`src/hw/rtl/mbe_pkg.sv`:
```
package mbe_pkg;

    localparam int unsigned COORD_W = 32;
    localparam int unsigned PROD_W  = 2 * COORD_W;
    localparam int unsigned FRAC_W  = 24;
    localparam int unsigned COUNT_W = 8;

    localparam logic [COUNT_W-1:0] LIMIT_RESET  = 8'd30;
    // 4.0 in Q16.48
    localparam logic [PROD_W-1:0]  ESCAPE_BOUND = 64'h0004_0000_0000_0000;

    typedef enum logic [2:0] {
        ST_IDLE,
        ST_CHECK,
        ST_SQ_I,
        ST_CROSS,
        ST_UPDATE,
        ST_DONE
    } mbe_state_t;

    typedef struct packed {
        logic               done;
        logic [COUNT_W-1:0] count;
        logic               member;
    } mbe_result_t;

    // Q16.48 -> Q8.24: floor shift, then saturate to 32 bits
    function automatic logic signed [COORD_W-1:0] sat_q24(input logic signed [PROD_W-1:0] v);
        logic signed [PROD_W-FRAC_W-1:0] sh;
        logic signed [COORD_W-1:0]       res;
        sh = v[PROD_W-1:FRAC_W];
        if (sh[PROD_W-FRAC_W-1:COORD_W-1] == '0 || sh[PROD_W-FRAC_W-1:COORD_W-1] == '1)
        begin
            res = sh[COORD_W-1:0];
        end
        else if (sh[PROD_W-FRAC_W-1])
        begin
            res = {1'b1, {(COORD_W-1){1'b0}}};
        end
        else
        begin
            res = {1'b0, {(COORD_W-1){1'b1}}};
        end
        return res;
    endfunction

endpackage

```
`src/hw/rtl/mbe_mul.sv`:
```
module mbe_mul
    import mbe_pkg::*;
(
    input  logic                      clk,
    input  logic signed [COORD_W-1:0] a,
    input  logic signed [COORD_W-1:0] b,
    output logic signed [PROD_W-1:0]  product
);

    logic signed [PROD_W-1:0] product_reg;

    always_ff @(posedge clk)
    begin
        product_reg <= a * b;
    end

    assign product = product_reg;

endmodule

```
`src/hw/rtl/mbe_iter.sv`:
```
module mbe_iter
    import mbe_pkg::*;
(
    input  logic                      clk,
    input  logic                      rst_n,
    input  logic                      start,
    input  logic signed [COORD_W-1:0] point_real,
    input  logic signed [COORD_W-1:0] point_imag,
    input  logic [COUNT_W-1:0]        limit,
    input  logic                      result_ack,
    output logic                      idle,
    output mbe_result_t               result
);

    mbe_state_t                state_reg, state_next;
    logic signed [COORD_W-1:0] cr_reg, cr_next;
    logic signed [COORD_W-1:0] ci_reg, ci_next;
    logic signed [COORD_W-1:0] zr_reg, zr_next;
    logic signed [COORD_W-1:0] zi_reg, zi_next;
    logic signed [PROD_W-1:0]  rr_reg, rr_next;
    logic signed [PROD_W-1:0]  ii_reg, ii_next;
    logic [COUNT_W-1:0]        count_reg, count_next;

    logic signed [COORD_W-1:0] mul_a, mul_b;
    logic signed [PROD_W-1:0]  product;
    logic [PROD_W-1:0]         mag;
    logic signed [PROD_W-1:0]  cr48, ci48, nr, ni;

    mbe_mul u_mul (
        .clk     (clk),
        .a       (mul_a),
        .b       (mul_b),
        .product (product)
    );

    assign mag  = PROD_W'(rr_reg) + PROD_W'(product);
    assign cr48 = {{(PROD_W-COORD_W-FRAC_W){cr_reg[COORD_W-1]}}, cr_reg, {FRAC_W{1'b0}}};
    assign ci48 = {{(PROD_W-COORD_W-FRAC_W){ci_reg[COORD_W-1]}}, ci_reg, {FRAC_W{1'b0}}};
    assign nr   = rr_reg - ii_reg + cr48;
    assign ni   = (product <<< 1) + ci48;

    always_ff @(posedge clk or negedge rst_n)
    begin
        if (!rst_n)
        begin
            state_reg <= ST_IDLE;
            count_reg <= '0;
        end
        else
        begin
            state_reg <= state_next;
            count_reg <= count_next;
        end
    end

    always_ff @(posedge clk)
    begin
        cr_reg <= cr_next;
        ci_reg <= ci_next;
        zr_reg <= zr_next;
        zi_reg <= zi_next;
        rr_reg <= rr_next;
        ii_reg <= ii_next;
    end

    always_comb
    begin
        state_next = state_reg;
        cr_next    = cr_reg;
        ci_next    = ci_reg;
        zr_next    = zr_reg;
        zi_next    = zi_reg;
        rr_next    = rr_reg;
        ii_next    = ii_reg;
        count_next = count_reg;
        mul_a      = zr_reg;
        mul_b      = zr_reg;
        unique case (state_reg)
            ST_IDLE:
            begin
                if (start)
                begin
                    cr_next    = point_real;
                    ci_next    = point_imag;
                    zr_next    = '0;
                    zi_next    = '0;
                    count_next = '0;
                    state_next = ST_CHECK;
                end
            end
            ST_CHECK:
            begin
                if (count_reg == limit)
                begin
                    state_next = ST_DONE;
                end
                else
                begin
                    state_next = ST_SQ_I;
                end
            end
            ST_SQ_I:
            begin
                mul_a      = zi_reg;
                mul_b      = zi_reg;
                rr_next    = product;
                state_next = ST_CROSS;
            end
            ST_CROSS:
            begin
                mul_a   = zr_reg;
                mul_b   = zi_reg;
                ii_next = product;
                if (mag > ESCAPE_BOUND)
                begin
                    state_next = ST_DONE;
                end
                else
                begin
                    state_next = ST_UPDATE;
                end
            end
            ST_UPDATE:
            begin
                zr_next    = sat_q24(nr);
                zi_next    = sat_q24(ni);
                count_next = count_reg + 1'b1;
                state_next = ST_CHECK;
            end
            ST_DONE:
            begin
                if (result_ack)
                begin
                    state_next = ST_IDLE;
                end
            end
            default:
            begin
                state_next = ST_IDLE;
            end
        endcase
    end

    assign idle          = (state_reg == ST_IDLE);
    assign result.done   = (state_reg == ST_DONE);
    assign result.count  = count_reg;
    assign result.member = (count_reg == limit);

endmodule

```
`src/hw/rtl/mandelbrot_escape_time.sv`:
```
// Sequence: an accepted point runs iterations until the count reaches iteration_limit
// or the point escapes (|z|^2 > 4.0); one shared 32x32 multiplier does three
// products per iteration, which steps through ST_CHECK, ST_SQ_I, ST_CROSS, ST_UPDATE.
// A new point is taken only while the sequencer is idle, after the last result has
// left it for the output register, where one result may wait for out_ready.
// Reset: rst_n asynchronous active low; clears sequencer and out_valid, limit to 30.
module mandelbrot_escape_time
    import mbe_pkg::*;
(
    input  logic                      clk,
    input  logic                      rst_n,
    input  logic                      in_valid,
    output logic                      in_ready,
    input  logic signed [COORD_W-1:0] point_real,
    input  logic signed [COORD_W-1:0] point_imag,
    output logic                      out_valid,
    input  logic                      out_ready,
    output logic [COUNT_W-1:0]        iteration_count,
    output logic                      inside_set,
    input  logic                      cfg_we,
    input  logic [COUNT_W-1:0]        cfg_wdata
);

    logic [COUNT_W-1:0] limit_reg, limit_next;
    logic               out_valid_reg, out_valid_next;
    logic [COUNT_W-1:0] count_reg, count_next;
    logic               inside_reg, inside_next;
    logic               idle;
    logic               load;
    mbe_result_t        result;

    mbe_iter u_iter (
        .clk        (clk),
        .rst_n      (rst_n),
        .start      (in_valid && idle),
        .point_real (point_real),
        .point_imag (point_imag),
        .limit      (limit_reg),
        .result_ack (load),
        .idle       (idle),
        .result     (result)
    );

    assign load = result.done && (!out_valid_reg || out_ready);

    always_comb
    begin
        limit_next     = cfg_we ? cfg_wdata : limit_reg;
        out_valid_next = out_valid_reg;
        count_next     = count_reg;
        inside_next    = inside_reg;
        if (load)
        begin
            out_valid_next = 1'b1;
            count_next     = result.count;
            inside_next    = result.member;
        end
        else if (out_ready)
        begin
            out_valid_next = 1'b0;
        end
    end

    always_ff @(posedge clk or negedge rst_n)
    begin
        if (!rst_n)
        begin
            limit_reg     <= LIMIT_RESET;
            out_valid_reg <= 1'b0;
        end
        else
        begin
            limit_reg     <= limit_next;
            out_valid_reg <= out_valid_next;
        end
    end

    always_ff @(posedge clk)
    begin
        count_reg  <= count_next;
        inside_reg <= inside_next;
    end

    assign in_ready        = idle;
    assign out_valid       = out_valid_reg;
    assign iteration_count = count_reg;
    assign inside_set      = inside_reg;

endmodule
```
`config.mk`:
```
export PLATFORM = sky130hd
export DESIGN_NAME = mandelbrot_escape_time
export DESIGN_NICKNAME = d
export VERILOG_FILES = /design/src/hw/rtl/mbe_pkg.sv /design/src/hw/rtl/mbe_mul.sv /design/src/hw/rtl/mbe_iter.sv /design/src/hw/rtl/mandelbrot_escape_time.sv
export SDC_FILE = /design/constraint.sdc
export NUM_CORES = 2
export LEC_CHECK = 0
export BUFFER_PORTS_ARGS = -buffer_cell sky130_fd_sc_hd__buf_2
export CAP_MARGIN = 20
export CORE_MARGIN = 4
export CORE_UTILIZATION = 35
export CTS_CLUSTER_SIZE = 24
export DETAILED_ROUTE_END_ITERATION = 16
export PLACE_DENSITY = 0.6
export SETUP_SLACK_MARGIN = 0.2
export SYNTH_ARGS = -nofsm -noshare
export SYNTH_HDL_FRONTEND = slang
export SYNTH_HIERARCHICAL = 1
export SYNTH_SLANG_ARGS = --single-unit
```
`constraint.sdc`:
```
create_clock -name clk -period 9.6 [get_ports clk]
set_input_delay 2.88 -clock clk [delete_from_list [all_inputs] [get_ports clk]]
set_output_delay 2.88 -clock clk [all_outputs]
set_load 0.02 [all_outputs]
```
==> impl_metrics.toml <==
[final_layout]
drive_gt1_share_pct = 6.40
num-fill-cells = 17000
nets = 7702
most-common-layout-cells = "inv_1, fa_1, nand2_1"
layout_commonest_cell = "inv_1"
syn2layout_area_growth_pct = 6.82

[worst_setup_path]
cp_slowest_cell = "mux2_2"
critical_path.startpoint = "u_iter/state_reg[1]"
crit_fanout = 33
rr_startpoint = "u_iter/state_reg[1]"
startpoint_type = "register"
endpoint = "u_iter/u_mul/product[57]"
critPathMostFrequentCell = "fa_1"
crit_cells = 27
max_stage_delay_ns = 0.66
ff2ff_path_depth = 27
cp_num_buf_inv = 6
critPathTopFamily = "adder cells"
crit_type = "register to register"
critPathRequiredTime_ns = 9.99
arrival_ns = 9.50
r2r_slack_ns = 0.49
endpoint_kind = "register"
r2r_end = "u_iter/u_mul/product[57]"

[grt]
gr-total-overflow = 0
use_met3_pct = 2.46
grt_pass1_vias = 45900
grt_max_degree = 65
top_usage_layer = "met2"
grt_usage_pct = 19.2
grt_pass1_wl_mm = 264
use_met1_pct = 25.1
use_met2_pct = 33.2
antenna_found_initial = 3

[clocking]
ctsHoldBuffers = 0
root_buffer = "clkbuf_16"
numCtsBuffers = 35
clk_pin_slew_ns = 0.07
h-tree-depth = 2
clock_path_buffers = 3
clk_latency_ns = 0.55
clock-sinks = 349
cts_tree = "built"

[routing]
antenna_left = 0
routed_wl_mm = 167
vias_per_cell = 5.17
wire_per_inst_microns = 20.0
drt-pass1-iter-count = 6
drc_errors = 0
drt-initial-drc-count = 3140
vias = 43300

[logic_synthesis]
synth_cells = 6213
yosysWarnings = 6
synth_cell_types = 111
async_flop_share_pct = 5.73
synth-seq-area-share_pct = 16.3
synthFlopType = "edfxtp_1"
syn-cell-area_sq_um = 59600
syn-mean-instance-area_sq_um = 9.59
ys_ff_latch = 349
synth_fp_nets = 7784
synth_edf_count = 265

[placement]
place.detailed.hpwl_mm = 136
place.port_buffers = 87
gp_congestion = 0.932

[worst_hold_path]
hp-class = "register to register"

[floorplan]
die-area_sq_um = 177000
rows = 151
pin_count = 88
die_h_microns = 421
start_util_pct = 35.2
coreArea_sq_um = 169000
die_x_microns = 421

[timing]
slew_violations = 0
final.setup.tns_ns = 0
hold_viol = 0
holdWs_ns = 0.484
fin_crit_sh_pct = 94.9
setup_violations = 0
fin_skew_ns = 0.0195
max_freq_ghz = 0.110
rsz0062_at_grt = "true"
fin_crit_ns = 9.11
tightest_slew_ns = 0.999
slew_headroom_pct = 33.4

[outcome]
run_status = "finished clean"

[run]
max_cap_viol_count = 0
[layout make-up]
type	count	area, sq um	share of cell area (%)
sequential	349	9740	15.3
antenna	1	2.50	0.00393
clock inverter	21	265	0.417
clock buffer	43	927	1.46
multi-input combinational	4396	44400	69.7
timing repair buffer	175	1140	1.79
tap	2218	2780	4.36
inverter	1174	4410	6.92
[worst min path at each step]
stage / from / endpoint / slack [ns] / cells past startpoint
3_3_place_gp: u_iter/u_mul/product[3] / u_iter/ii_reg[3] / 0.47 / 0
2_1_floorplan: u_iter/u_mul/product[0] / u_iter/ii_reg[0] / 0.43 / 0
6_report: u_iter/u_mul/product[4] / u_iter/ii_reg[4] / 0.48 / 0
3_5_place_dp: u_iter/u_mul/product[3] / u_iter/ii_reg[3] / 0.46 / 0
5_1_grt: u_iter/u_mul/product[6] / u_iter/ii_reg[6] / 0.51 / 0
4_1_cts: u_iter/u_mul/product[4] / u_iter/rr_reg[4] / 0.49 / 0
[cells in the mapped netlist (all sizes together), types with 8 or more instances]
library cell	number	share of area, %
edfxtp	265	13
o31ai	20	0.28
or2	8	0.084
ha	371	7.8
fa	1123	38
nor3	40	0.35
nor2b	24	0.25
dfrtp	16	0.67
a21boi	13	0.16
and3	37	0.39
o21bai	42	0.53
mux2	74	1.4
buf	26	0.32
and2	535	5.6
o2111ai	9	0.13
or3	11	0.13
nor2	183	1.2
xnor2	121	1.8
xor2	67	0.98
a31oi	32	0.34
o211ai	24	0.31
o221ai	10	0.15
nor4	18	0.22
nand3	57	0.48
and4	9	0.13
inv	1174	7.4
o21ai	219	2.0
a211oi	26	0.34
nand2b	25	0.26
nand2	695	4.4
clkbuf	268	1.7
a21o	93	1.2
o21a	26	0.33
nand4	60	0.64
a21oi	289	2.5
a41oi	9	0.13
dfxtp	64	2.1
mux2i	11	0.18
[metal layers]
layer	vias up	part of all wire, %
li1	19500	-
met1	22300	41
met2	1257	50
met3	270	5.1
met4	0	3.4
met5	-	0
[worst register-to-register path, stage by stage (launching register included)]
cell and delay, ns:
dfrtp_1 0.40, inv_1 0.15, nor3_2 0.28, buf_12 0.28, mux2_2 0.72, buf_4 0.33, nand2_1 0.09, fa_1 0.53
inv_1 0.05, fa_1 0.50, inv_1 0.06, fa_1 0.53, inv_1 0.05, fa_1 0.48, fa_1 0.52, fa_1 0.43
fa_1 0.60, fa_1 0.45, ha_1 0.37, a21oi_1 0.29, o21bai_1 0.10, a21oi_1 0.36, o221ai_1 0.28, nor3b_1 0.32
o211ai_2 0.18, a311o_1 0.34, o221ai_1 0.21, a41oi_2 0.09
[cell families (layout without fill, tap and decap cells)]
family / count (synthesis) / after routing / share of synthesized area (%)
and+or+nand+nor: 1727 / 1727 / 14.5
AOI/OAI and AO/OA: 902 / 902 / 9.88
DFF: 349 / 349 / 16.3
buffers and inverters: 1468 / 1413 / 9.40
xor gates and xnor gates: 188 / 188 / 2.76
muxes: 85 / 85 / 1.63
other: 0 / 1 / 0
adders and majority gates: 1494 / 1494 / 45.5
[stage by stage]
stage	utilization (%)	instances	worst slack, ns	cell area [sq um]
after global routing	37.6	8377	0.176	63700
after detailed placement	36.8	8308	0.191	62300
after floorplan	-	6213	0.501	59600
final	37.6	8377	0.492	63700
after CTS	37.5	8375	0.316	63500
after global placement	36.8	8308	0.260	62300
[timing repair]
item / in CTS / in global routing
gates cloned: 0 / 0
resized for setup: 0 / 30
pin swaps: 1 / 0
endpoints found under the setup margin: 3 / 13
buffers inserted: 3 / 0
Power is not shown: default switching activity piles up to over one toggle a cycle in this logic, so the estimate is an artifact.
